--- src/design/usmg_pkg.sv ---
`timescale 1ns / 1ps
// ============================================================================
// usmg_pkg: shared types and constants of the UV-sphere mesh generator
// Holds the fixed-point constants, the arctangent table of the CORDIC steps
// and the structures that move between the cells of the pipeline.
// ============================================================================
package usmg_pkg;

  // Dividend width of the long division chain and widths of the CORDIC datapath.
  localparam int DivW = 40;
  localparam int XW = 34;
  localparam int AW = 35;
  localparam int CornerW = 13;
  localparam int MaxSteps = 24;

  // Number of division lanes: two angles and two texture coordinates.
  localparam int Lanes = 4;
  localparam int LaneTheta = 0;
  localparam int LanePhi = 1;
  localparam int LaneTexU = 2;
  localparam int LaneTexV = 3;

  localparam logic [DivW-1:0] PiQ30 = 40'd3373259426;
  localparam logic [DivW-1:0] TwoPiQ30 = 40'd6746518852;
  localparam logic signed [AW-1:0] PiA = 35'sd3373259426;
  localparam logic signed [AW-1:0] TwoPiA = 35'sd6746518852;
  localparam logic signed [AW-1:0] HalfPiA = 35'sd1686629713;
  localparam logic signed [XW-1:0] GainQ30 = 34'sd652032874;

  // Configuration register indexes.
  typedef enum logic [1:0] {
    CFG_RING_COUNT = 2'd0,
    CFG_RADIUS_MAG = 2'd1,
    CFG_RADIUS_EXP = 2'd2
  } cfg_idx_e;

  // What kind of result an item turns into.
  typedef enum logic [2:0] {
    KIND_ZERO,
    KIND_TOP,
    KIND_BOT,
    KIND_MID,
    KIND_TRI
  } kind_e;

  // Fields that ride along the pipeline; tex_u and tex_v are filled in after the divider chain.
  typedef struct packed {
    kind_e               kind;
    logic [15:0]         radius;
    logic [7:0]          expo;
    logic [CornerW-1:0]  ca;
    logic [CornerW-1:0]  cb;
    logic [CornerW-1:0]  cc;
    logic [15:0]         tex_u;
    logic [15:0]         tex_v;
  } side_t;

  // One lane of the restoring divider.
  typedef struct packed {
    logic [DivW-1:0] dvd;
    logic [7:0]      dvs;
    logic [7:0]      rem;
    logic [DivW-1:0] quo;
  } lane_t;

  typedef struct packed {
    side_t                 side;
    lane_t [Lanes-1:0]     lane;
  } div_t;

  // Two CORDIC rotations side by side: theta and phi.
  typedef struct packed {
    side_t                 side;
    logic signed [XW-1:0]  xt;
    logic signed [XW-1:0]  yt;
    logic signed [AW-1:0]  at;
    logic                  nt;
    logic signed [XW-1:0]  xp;
    logic signed [XW-1:0]  yp;
    logic signed [AW-1:0]  ap;
    logic                  np;
  } cor_t;

  // atan(2^-k) in Q30.
  function automatic logic [31:0] atan_q30(input int k);
    logic [31:0] v;
    case (k)
      0: v = 32'd843314856;
      1: v = 32'd497837829;
      2: v = 32'd263043836;
      3: v = 32'd133525158;
      4: v = 32'd67021686;
      5: v = 32'd33543515;
      6: v = 32'd16775850;
      7: v = 32'd8388437;
      8: v = 32'd4194282;
      9: v = 32'd2097149;
      10: v = 32'd1048575;
      11: v = 32'd524287;
      12: v = 32'd262143;
      13: v = 32'd131071;
      14: v = 32'd65535;
      15: v = 32'd32767;
      16: v = 32'd16383;
      17: v = 32'd8191;
      18: v = 32'd4095;
      19: v = 32'd2047;
      20: v = 32'd1023;
      21: v = 32'd511;
      22: v = 32'd255;
      23: v = 32'd127;
      default: v = 32'd0;
    endcase
    return v;
  endfunction

endpackage

--- src/design/usmg_div_cell.sv ---
`timescale 1ns / 1ps
// ============================================================================
// usmg_div_cell: one bit of the restoring divider chain
// Brings down one dividend bit into each lane's remainder and produces one
// quotient bit per lane, then hands the item to the next cell.
// ============================================================================
module usmg_div_cell #(
  parameter int unsigned Bit = 0
) (
  input  logic           clk_i,
  input  logic           rst_ni,
  input  logic           in_valid_i,
  output logic           in_ready_o,
  input  usmg_pkg::div_t in_data_i,
  output logic           out_valid_o,
  input  logic           out_ready_i,
  output usmg_pkg::div_t out_data_o
);

  logic           valid_q;
  usmg_pkg::div_t data_q, data_d;

  assign in_ready_o  = !valid_q || out_ready_i;
  assign out_valid_o = valid_q;
  assign out_data_o  = data_q;

  // One compare and subtract per lane.
  always_comb begin
    logic [8:0] t;
    logic       ge;
    data_d = in_data_i;
    for (int l = 0; l < usmg_pkg::Lanes; l++) begin
      t  = {in_data_i.lane[l].rem, in_data_i.lane[l].dvd[Bit]};
      ge = t >= {1'b0, in_data_i.lane[l].dvs};
      data_d.lane[l].rem = ge ? 8'(t - {1'b0, in_data_i.lane[l].dvs}) : t[7:0];
      data_d.lane[l].quo = {in_data_i.lane[l].quo[usmg_pkg::DivW-2:0], ge};
    end
  end

  always_ff @(posedge clk_i or negedge rst_ni) begin
    if (!rst_ni) begin
      valid_q <= 1'b0;
    end else if (in_ready_o) begin
      valid_q <= in_valid_i;
    end
  end

  always_ff @(posedge clk_i) begin
    if (in_ready_o && in_valid_i) begin
      data_q <= data_d;
    end
  end

endmodule

--- config.mk ---
export PLATFORM = sky130hd
export DESIGN_NAME = usmg_div_cell
export DESIGN_NICKNAME = d
export VERILOG_FILES = /design/src/design/usmg_pkg.sv /design/src/design/usmg_div_cell.sv
export SDC_FILE = /design/constraint.sdc
export NUM_CORES = 1
export LEC_CHECK = 0
export ABC_AREA = 1
export BUFFER_PORTS_ARGS = -buffer_cell sky130_fd_sc_hd__buf_2
export CORE_AREA = 2 2 378 380
export CTS_CLUSTER_SIZE = 25
export DETAILED_ROUTE_END_ITERATION = 10
export DIE_AREA = 0 0 380 382
export SLEW_MARGIN = 10
export SYNTH_ARGS = -nofsm -noshare
export SYNTH_HDL_FRONTEND = slang
export SYNTH_SLANG_ARGS = --single-unit
--- constraint.sdc ---
create_clock -name clk_i -period 31.1 [get_ports clk_i]
set_input_delay 6.22 -clock clk_i [delete_from_list [all_inputs] [get_ports clk_i]]
set_output_delay 6.22 -clock clk_i [all_outputs]
set_load 0.02 [all_outputs]
==> key figures <==
STA
  – FMAX: 0.07738 GHz
  – Slew headroom: 33.94%
  – Fin crit share: 41.55%
  – Slew @ Worst Pin: 0.9909 ns
  – Final setup fails: 0
  – RSZ-0062 raised after global routing: false
  – Accumulated negative setup slack: 0 ns
  – Slew Viols, Final: 0
  – Crit path time final: 12.92 ns
  – Final count of hold timing violations: 0
  – Clock skew: 0.03491 ns

Floorplan
  – Die area: 145200 sq um
  – IO Pins: 970
  – Die Span Y: 382 um
  – Placement Rows: 138
  – Initial Util: 11.94%
  – Die X: 380 um
  – Core region area: 140900 sq um

Power
  – Sw power: 477.4 uW
  – Combinational Power Share: 11.2%
  – Clock network power share: 45.0%
  – Cell Pwr Density: 67.10 nW/um^2
  – Switching share of power: 26.95%
  – VDD IR max: 0.04275 mV
  – P_int: 1294 uW
  – Leakage: 0.01104 uW
  – Sequential power share: 43.8%

Yosys
  – Post-Syn Area per Cell: 18.28 sq um
  – Post-synthesis mux area share: 0%
  – Library cells used by synthesis: 25
  – Synth Area in Adders: 2.857%
  – Synth Area in Simple Gates: 7.321%
  – Share of the synthesized area in the top cell type: 86.07%
  – Main synth FF type: edfxtp_1
  – Syn_nets: 1442
  – Synth area leaders: edfxtp_1, nand2_1, ha_1, inv_1, nand3_1
  – Xor/xnor cell area share of the yosys netlist: 0.6250%
  – Syn Std Cell Area: 16820 sq um
  – Number of flops mapped to enable cells by yosys: 482
  – Post-synthesis cell count: 920
  – Commonest cells post-synth: edfxtp_1, nand2_1, inv_1
  – Post-synth ARST share: 0.2070%
  – YS warnings: 0
  – Sequential share of the synthesized area: 86.22%
  – Most frequent cell after synthesis: edfxtp_1
  – Yosys reg bits: 483
  – Largest family of logic cells by synthesized area: simple AND/OR/NAND/NOR gates
  – Compound-Gate Fraction of Synth Area: 0.6473%
  – Area leader, netlist: edfxtp_1

Critical path
  – WP data arrival: 6.70 ns
  – CP required: 24.88 ns
  – Critical path class: primary input to output port
  – Crit path max fanout: 2
  – Worst Setup Start Kind: primary input
  – CP Capture Type: output port

Clocking
  – Root Driver: clkbuf_16
  – CTS hold repair buffers: 0
  – CTS Buffer Depth: 3
  – CTS clk-pin slew, worst paths: 0.06 ns
  – CTS sink count: 483
  – Post_cts resized: 0
  – Post-CTS setup buffer count: 0
  – H-tree depth: 3
  – CTS tree: yes
  – CTS Buf Count: 66
  – Clock Latency Late Sink: 0.66 ns

Route
  – Routed Wire Length: 97610 um
  – Via density per instance: 3.195
  – Vias: 12550
  – Iteration-0 DRC Markers: 653
  – Drt first pass iters: 5
  – Remaining DRCs: 0
  – Post-route ant nets: 0
  – DR WL/cell: 24.86 um

Global routing
  – GRT overflow: 0
  – Vias in the first global route: 12150
  – First-pass GRT wire length: 121400 um
  – Initial antenna violation count: 146
  – Largest net degree at the start of global routing: 161
  – GRT Overall Usage: 12.93%

Flow run
  – Total of max-cap violations: 0

Final layout
  – Final core occ: 18.74%
  – Nets: 2476
  – Area of the multi-input gates: 1937 sq um
  – Number of fill cells in the layout: 15470
  – Register Area: 14500 sq um
  – Area Overhead vs Synth: 57.02%
  – Layout cell share with drive strength beyond 1: 54.86%
  – Non-filler cells, final: 3927

Worst hold path
  – HP Class: register to register

Outcome
  – Outcome: finished, final reports clean

Placed design
  – Port bufs: 965
  – Gpl congestion: 0.8918
  – Inst Count DP: 3776
  – Dpl hpwl: 82450 um
==> state kept, by name, indices dropped and copies added (netlist names) <==
register / flops
out_valid_o: 1
out_data_o: 482
==> worst max-delay path: stages <==
cell,delay [ns]
buf_2,0.10
inv_1,0.11
nand2_1,0.09
buf_2,0.18
==> kinds of logic (layout without fill, tap and decap cells) <==
family                   after synthesis  in the layout
AND/OR/NAND/NOR                      273            273
XOR/XNOR                              12             12
buffers and inverters                 98           1183
adder cells (fa/ha/maj)               36             36
AO/OA/AOI/OAI                         18             18
flip-flops                           483            483
other                                  0             32
==> stage by stage <==
stage | total power (uW) | setup WS (ns) | hold slack, ns | area, sq um
floorplan | 918.5 | 0.2788 | 0.7682 | 16820
global placement | 990.3 | 18.21 | 0.5757 | 24050
detailed placement | 992.3 | 18.18 | 0.5816 | 24050
CTS | 1813 | 18.18 | 0.5892 | 26320
global route | 1844 | 18.16 | 0.6247 | 26340
finish | 1772 | 18.18 | 0.5919 | 26400
==> area by class of cell <==
type	count	area share, %
sequential	483	54.91
timing repair buffer	970	18.53
tap	1890	8.956
multi-input combinational	339	7.335
clock buffer	77	6.411
clock inverter	42	2.218
inverter	94	1.336
antenna	32	0.3033
==> cells in the final DEF, fill, tap and decap left out, types with 3 or more instances in the layout <==
cell type,n
clkinvlp_4,8
inv_1,93
nand2_2,15
a21oi_2,5
nand4_1,7
clkinv_2,3
nor3_1,3
nand2_4,4
buf_4,3
clkinv_1,8
inv_6,5
buf_2,965
nor2_1,18
edfxtp_1,482
clkinv_16,4
nand3b_1,4
xnor2_1,5
clkbuf_1,11
clkbuf_16,66
xor2_1,7
fa_1,4
a21oi_1,12
ha_1,32
clkinv_4,5
diode_2,32
bufinv_16,8
nand3_1,57
nand2_1,159
==> power by group through the flow <==
| stage | clock, uW | sequential [uW] | combinational, uW |
|---|---|---|---|
| global route | 852 | 779 | 214 |
| finish | 798 | 775 | 198 |
| CTS | 833 | 776 | 204 |
| detailed placement | 0 | 788 | 204 |
| floorplan | 0 | 870 | 48.2 |
| global placement | 0 | 788 | 203 |
==> path summary, 6_finish.rpt <==
| check | to | depth (start not counted) | slack, ns | startpoint |
|---|---|---|---|---|
| setup / recovery | in_ready_o | 4 | 18.18 | out_ready_i |
| hold / removal | out_valid_o$_DFFE_PN0N_ | 2 | 0.59 | out_valid_o$_DFFE_PN0N_ |
| setup reg to reg | out_data_o[110]$_DFFE_PP_ | 4 | 27.65 | out_valid_o$_DFFE_PN0N_ |
| hold reg to reg | out_valid_o$_DFFE_PN0N_ | 2 | 0.59 | out_valid_o$_DFFE_PN0N_ |
| max in group asynchronous | out_valid_o$_DFFE_PN0N_ | 1 | 25.68 | rst_ni |
| min in group asynchronous | out_valid_o$_DFFE_PN0N_ | 1 | 5.34 | rst_ni |
==> metal layers <==
metal	share of wire, %	GRT usage [%]	vias to the layer above
met4	2.7	3.123	82
li1	-	-	5467
met1	36	14.72	5988
met3	13	6.878	219
met2	47	21.18	791
met5	0.54	0	-
No activity file was read; power rests on OpenSTA's default activity.
