[config.mk]
export PLATFORM = sky130hd
export DESIGN_NAME = usmg_cordic_cell
export DESIGN_NICKNAME = d
export VERILOG_FILES = /design/src/design/usmg_pkg.sv /design/src/design/usmg_cordic_cell.sv
export SDC_FILE = /design/constraint.sdc
export NUM_CORES = 1
export LEC_CHECK = 0
export BUFFER_PORTS_ARGS = -buffer_cell sky130_fd_sc_hd__clkbuf_2
export CAP_MARGIN = 20
export CELL_PAD_IN_SITES_DETAIL_PLACEMENT = 0
export CELL_PAD_IN_SITES_GLOBAL_PLACEMENT = 1
export CORE_MARGIN = 1
export CORE_UTILIZATION = 35
export CTS_BUF_LIST = sky130_fd_sc_hd__clkbuf_4
export DETAILED_ROUTE_END_ITERATION = 6
export PLACE_DENSITY_LB_ADDON = 0.08
export SYNTH_ARGS = -nofsm -noshare
export SYNTH_HDL_FRONTEND = slang
export SYNTH_SLANG_ARGS = --single-unit
[constraint.sdc]
create_clock -name clk_i -period 7.73 [get_ports clk_i]
set_clock_uncertainty 0.15 [all_clocks]
set_input_delay 0.3865 -clock clk_i [delete_from_list [all_inputs] [get_ports clk_i]]
set_output_delay 0.3865 -clock clk_i [all_outputs]
set_load 0.02 [all_outputs]
[src/design/usmg_pkg.sv]
`timescale 1ns / 1ps
// ============================================================================
// usmg_pkg: shared types and constants of the UV-sphere mesh generator
// Holds the fixed-point constants, the arctangent table of the CORDIC steps
// and the structures that move between the cells of the pipeline.
// ============================================================================
package usmg_pkg;

  // Dividend width of the long division chain and widths of the CORDIC datapath.
  localparam int DivW = 40;
  localparam int XW = 34;
  localparam int AW = 35;
  localparam int CornerW = 13;
  localparam int MaxSteps = 24;

  // Number of division lanes: two angles and two texture coordinates.
  localparam int Lanes = 4;
  localparam int LaneTheta = 0;
  localparam int LanePhi = 1;
  localparam int LaneTexU = 2;
  localparam int LaneTexV = 3;

  localparam logic [DivW-1:0] PiQ30 = 40'd3373259426;
  localparam logic [DivW-1:0] TwoPiQ30 = 40'd6746518852;
  localparam logic signed [AW-1:0] PiA = 35'sd3373259426;
  localparam logic signed [AW-1:0] TwoPiA = 35'sd6746518852;
  localparam logic signed [AW-1:0] HalfPiA = 35'sd1686629713;
  localparam logic signed [XW-1:0] GainQ30 = 34'sd652032874;

  // Configuration register indexes.
  typedef enum logic [1:0] {
    CFG_RING_COUNT = 2'd0,
    CFG_RADIUS_MAG = 2'd1,
    CFG_RADIUS_EXP = 2'd2
  } cfg_idx_e;

  // What kind of result an item turns into.
  typedef enum logic [2:0] {
    KIND_ZERO,
    KIND_TOP,
    KIND_BOT,
    KIND_MID,
    KIND_TRI
  } kind_e;

  // Fields that ride along the pipeline; tex_u and tex_v are filled in after the divider chain.
  typedef struct packed {
    kind_e               kind;
    logic [15:0]         radius;
    logic [7:0]          expo;
    logic [CornerW-1:0]  ca;
    logic [CornerW-1:0]  cb;
    logic [CornerW-1:0]  cc;
    logic [15:0]         tex_u;
    logic [15:0]         tex_v;
  } side_t;

  // One lane of the restoring divider.
  typedef struct packed {
    logic [DivW-1:0] dvd;
    logic [7:0]      dvs;
    logic [7:0]      rem;
    logic [DivW-1:0] quo;
  } lane_t;

  typedef struct packed {
    side_t                 side;
    lane_t [Lanes-1:0]     lane;
  } div_t;

  // Two CORDIC rotations side by side: theta and phi.
  typedef struct packed {
    side_t                 side;
    logic signed [XW-1:0]  xt;
    logic signed [XW-1:0]  yt;
    logic signed [AW-1:0]  at;
    logic                  nt;
    logic signed [XW-1:0]  xp;
    logic signed [XW-1:0]  yp;
    logic signed [AW-1:0]  ap;
    logic                  np;
  } cor_t;

  // atan(2^-k) in Q30.
  function automatic logic [31:0] atan_q30(input int k);
    logic [31:0] v;
    case (k)
      0: v = 32'd843314856;
      1: v = 32'd497837829;
      2: v = 32'd263043836;
      3: v = 32'd133525158;
      4: v = 32'd67021686;
      5: v = 32'd33543515;
      6: v = 32'd16775850;
      7: v = 32'd8388437;
      8: v = 32'd4194282;
      9: v = 32'd2097149;
      10: v = 32'd1048575;
      11: v = 32'd524287;
      12: v = 32'd262143;
      13: v = 32'd131071;
      14: v = 32'd65535;
      15: v = 32'd32767;
      16: v = 32'd16383;
      17: v = 32'd8191;
      18: v = 32'd4095;
      19: v = 32'd2047;
      20: v = 32'd1023;
      21: v = 32'd511;
      22: v = 32'd255;
      23: v = 32'd127;
      default: v = 32'd0;
    endcase
    return v;
  endfunction

endpackage

[src/design/usmg_cordic_cell.sv]
`timescale 1ns / 1ps
// ============================================================================
// usmg_cordic_cell: one rotation step for both angles
// Rotates the theta and the phi vector by atan(2^-Step) toward zero residual
// angle and hands the item to the next cell.
// ============================================================================
module usmg_cordic_cell #(
  parameter int unsigned Step = 0
) (
  input  logic           clk_i,
  input  logic           rst_ni,
  input  logic           in_valid_i,
  output logic           in_ready_o,
  input  usmg_pkg::cor_t in_data_i,
  output logic           out_valid_o,
  input  logic           out_ready_i,
  output usmg_pkg::cor_t out_data_o
);

  localparam logic signed [usmg_pkg::AW-1:0] Atan =
    $signed({3'b000, usmg_pkg::atan_q30(Step)});

  logic           valid_q;
  usmg_pkg::cor_t data_q, data_d;

  assign in_ready_o  = !valid_q || out_ready_i;
  assign out_valid_o = valid_q;
  assign out_data_o  = data_q;

  // Rotation direction follows the sign of the residual angle.
  always_comb begin
    logic signed [usmg_pkg::XW-1:0] xs_t, ys_t, xs_p, ys_p;
    data_d = in_data_i;
    xs_t = $signed(in_data_i.xt) >>> Step;
    ys_t = $signed(in_data_i.yt) >>> Step;
    xs_p = $signed(in_data_i.xp) >>> Step;
    ys_p = $signed(in_data_i.yp) >>> Step;
    if (!in_data_i.at[usmg_pkg::AW-1]) begin
      data_d.xt = in_data_i.xt - ys_t;
      data_d.yt = in_data_i.yt + xs_t;
      data_d.at = in_data_i.at - Atan;
    end else begin
      data_d.xt = in_data_i.xt + ys_t;
      data_d.yt = in_data_i.yt - xs_t;
      data_d.at = in_data_i.at + Atan;
    end
    if (!in_data_i.ap[usmg_pkg::AW-1]) begin
      data_d.xp = in_data_i.xp - ys_p;
      data_d.yp = in_data_i.yp + xs_p;
      data_d.ap = in_data_i.ap - Atan;
    end else begin
      data_d.xp = in_data_i.xp + ys_p;
      data_d.yp = in_data_i.yp - xs_p;
      data_d.ap = in_data_i.ap + Atan;
    end
  end

  always_ff @(posedge clk_i or negedge rst_ni) begin
    if (!rst_ni) begin
      valid_q <= 1'b0;
    end else if (in_ready_o) begin
      valid_q <= in_valid_i;
    end
  end

  always_ff @(posedge clk_i) begin
    if (in_ready_o && in_valid_i) begin
      data_q <= data_d;
    end
  end

endmodule

==> impl_metrics.json <==
{
  "viasPerCell": 5.20,
  "max_freq_mhz": 233,
  "ir_drop_uv": 111,
  "fillCellCount": 6396,
  "fin_nets": 3780,
  "max-slew-margin-rel": 0.348,
  "reg2reg_from": "out_valid_o$_DFFE_PN0N_",
  "layout_common_cells": "clkbuf_2 (615), edfxtp_1 (304), a21oi_1 (290)",
  "crit_path_start_kind": "primary input",
  "clockBufferDepth": 3,
  "io-pin-count": 618,
  "worst_pin_slew_ps": 978,
  "setup_viol": 0,
  "switching_power_mw": 2.00,
  "path_clk_slew_ps": 70,
  "syn-num-nets": 2945,
  "place.gp.congestion": 0.915,
  "fp.coreArea_um2": 64500,
  "hold_path_depth": 2,
  "cts_tree": "built",
  "hold_start": "in_data_i[139]",
  "layout-drive-gt1-share": 0.246,
  "ctsHtreeMaxLevel": 3,
  "synth.distinct_cells": 84,
  "grt_overflow_total": 0,
  "grt_pass1_vias": 21516,
  "cts.sinks": 305,
  "dp_slack_ps": 3130,
  "die_height_um": 258,
  "ys_ff_latch": 305,
  "grt_pass1_wl_um": 134000,
  "busiest_layer": "met2",
  "cts_buffers": 89,
  "drtPass1Iterations": 5,
  "hold_class": "primary input to flip-flop",
  "setup_slack_ps": 3430,
  "die_w_um": 258,
  "rr_worst_depth": 3,
  "end_kind": "flip-flop",
  "maxCapViolations": 0,
  "ys.flop_type": "edfxtp_1",
  "die_area_um2": 66400,
  "wire_per_inst_um": 22.3,
  "period_share": 0.556,
  "drcViolationCount": 0,
  "rsz0062_at_grt": "false",
  "period_minus_slack_ps": 4300,
  "fin_tns_setup_ps": 0,
  "grt_start_max_net_pins": 74,
  "synth-edff-count": 304,
  "r2r_setup_slack_ps": 4950,
  "arrival_ps": 4710,
  "stdcell_count": 4132,
  "critPathMaxFanout": 37,
  "grt_usage": 0.266,
  "power_density_nw_per_um2": 186,
  "final_hold_viol_count": 0,
  "detail_route.iter0.violations": 1373,
  "grt_util_met1": 0.310,
  "io_buffers": 617,
  "ys_seq_area_frac": 0.400,
  "start_util": 0.355,
  "synth_warnings": 0,
  "clockRootBuffer": "clkbuf_4",
  "syn_area_per_cell_um2": 9.66,
  "drv_slew": 0,
  "antenna_found_initial": 13,
  "cts-resized-gates": 0,
  "post-dp-hpwl_um": 73300,
  "insertion_delay_ps": 810,
  "switching_share": 0.361,
  "global_route.usage.met2": 0.467,
  "layout.cells.most_common": "clkbuf_2",
  "rr_endpoint": "out_data_o[107]$_DFFE_PP_",
  "cts_setup_buffers": 0,
  "hold_ws_ps": 96.2,
  "synth-async-reset-ratio": 0.00328,
  "status": "completed",
  "intPower_mw": 3.55,
  "wl_um": 92100,
  "synth_cells": 2369,
  "vias": 21486,
  "synth_area_um2": 22900,
  "worst_ep_required_time_ps": 8140,
  "critPathKind": "primary input to flip-flop",
  "worstHoldEndpoint": "out_data_o[175]$_DFFE_PP_",
  "num_rows": 93,
  "syn2layout_area_growth_pct": 30.9,
  "leakagePower_nw": 13.4,
  "seq_power_share": 0.379,
  "combPwrFrac": 0.339,
  "clkPwrFrac": 0.282,
  "dp_cells": 3761,
  "grtUsageMet3": 0.0585,
  "final_antenna_net_count": 0
}
-- worst max-delay path, cell delays in order --
cell           delay [ps]
buf_4                 380
inv_1                 480
fa_1                  560
a21oi_1               230
o21ai_1               120
a2111oi_2             500
o31ai_1               190
nor4_1                200
o21a_1                200
o21a_1                180
o21ai_1               110
a221o_1               340
a21oi_1               180
xnor2_1                70
dlygate4sd3_1         550
-- synthesized netlist by cell type, types with 20 or more instances --
| cell | number | area share |
|---|---|---|
| edfxtp_1 | 304 | 0.40 |
| a21oi_1 | 290 | 0.063 |
| ha_1 | 258 | 0.14 |
| inv_1 | 205 | 0.034 |
| nor2_1 | 205 | 0.034 |
| o21ai_0 | 159 | 0.035 |
| xnor2_1 | 151 | 0.058 |
| nand2_1 | 110 | 0.018 |
| a21o_1 | 58 | 0.019 |
| o21bai_1 | 57 | 0.019 |
| clkbuf_1 | 53 | 0.0087 |
| nor3_1 | 35 | 0.0077 |
| xor2_1 | 35 | 0.013 |
| mux2i_1 | 32 | 0.014 |
| nand4_1 | 31 | 0.0085 |
| nand2b_1 | 27 | 0.0074 |
| nor2b_1 | 26 | 0.0071 |
| o21a_1 | 23 | 0.0075 |
| nand3_1 | 20 | 0.0044 |
-- worst max path at each step --
stage	start	end	slack, ps
2_1_floorplan	out_valid_o$_DFFE_PN0N_	out_data_o[0]$_DFFE_PP_	2660
3_3_place_gp	in_data_i[139]	out_data_o[138]$_DFFE_PP_	3230
3_5_place_dp	in_data_i[139]	out_data_o[138]$_DFFE_PP_	3130
4_1_cts	in_data_i[139]	out_data_o[138]$_DFFE_PP_	3520
5_1_grt	in_data_i[139]	out_data_o[138]$_DFFE_PP_	2990
6_report	in_data_i[139]	out_data_o[138]$_DFFE_PP_	3430
-- power groups by stage --
stage / sequential [mW] / combinational, mW / clock, mW
global route: 2.12 / 2.03 / 1.70
floorplan: 2.34 / 0.939 / 0
global placement: 2.14 / 1.76 / 0
detailed placement: 2.14 / 1.76 / 0
CTS: 2.11 / 1.88 / 1.63
finish: 2.11 / 1.88 / 1.57
-- layer usage --
metal | share of wire | vias up
met4 | 0.043 | 12
met5 | 0.00088 | -
met3 | 0.062 | 157
met2 | 0.49 | 708
li1 | - | 10298
met1 | 0.40 | 10311
-- repair_timing --
item                       CTS  global route
hold endpoints to repair   185             0
setup endpoints to repair    0             0
hold buffers               207             0
-- layout make-up --
class,instances,area [um2],share of cell area
clock inverter,36,210,0.00702
timing repair buffer,833,5230,0.175
inverter,212,796,0.0266
multi-input combinational,1763,12600,0.419
clock buffer,121,908,0.0303
sequential,305,9150,0.306
antenna,7,17.5,0.000585
tap,855,1070,0.0357
-- kinds of logic (layout without fill, tap and decap cells) --
group                    after synthesis  in the layout  synth area share
AO/OA/AOI/OAI                        758            758             0.208
AND/OR/NAND/NOR                      518            518             0.105
flip-flops                           305            305             0.400
buffers and inverters                301           1202            0.0511
adder cells (fa/ha/maj)              266            266             0.148
XOR/XNOR                             186            186            0.0712
multiplexers                          35             35            0.0155
other                                  0              7                 0
-- through the flow --
| stage | cell area (um2) | power, mW | utilization |
|---|---|---|---|
| 6_report | 29900 | 5.56 | 0.464 |
| 5_1_grt | 29900 | 5.85 | 0.464 |
| 4_1_cts | 29900 | 5.63 | 0.464 |
| 3_5_place_dp | 26700 | 3.90 | 0.415 |
| 3_3_place_gp | 26700 | 3.90 | 0.415 |
| 2_1_floorplan | 22900 | 3.28 | - |
-- state kept, by name, indices dropped and copies added (netlist names) --
name	cells
out_data_o	304
out_valid_o	1
Note: power is estimated with default switching activity, not from simulation.
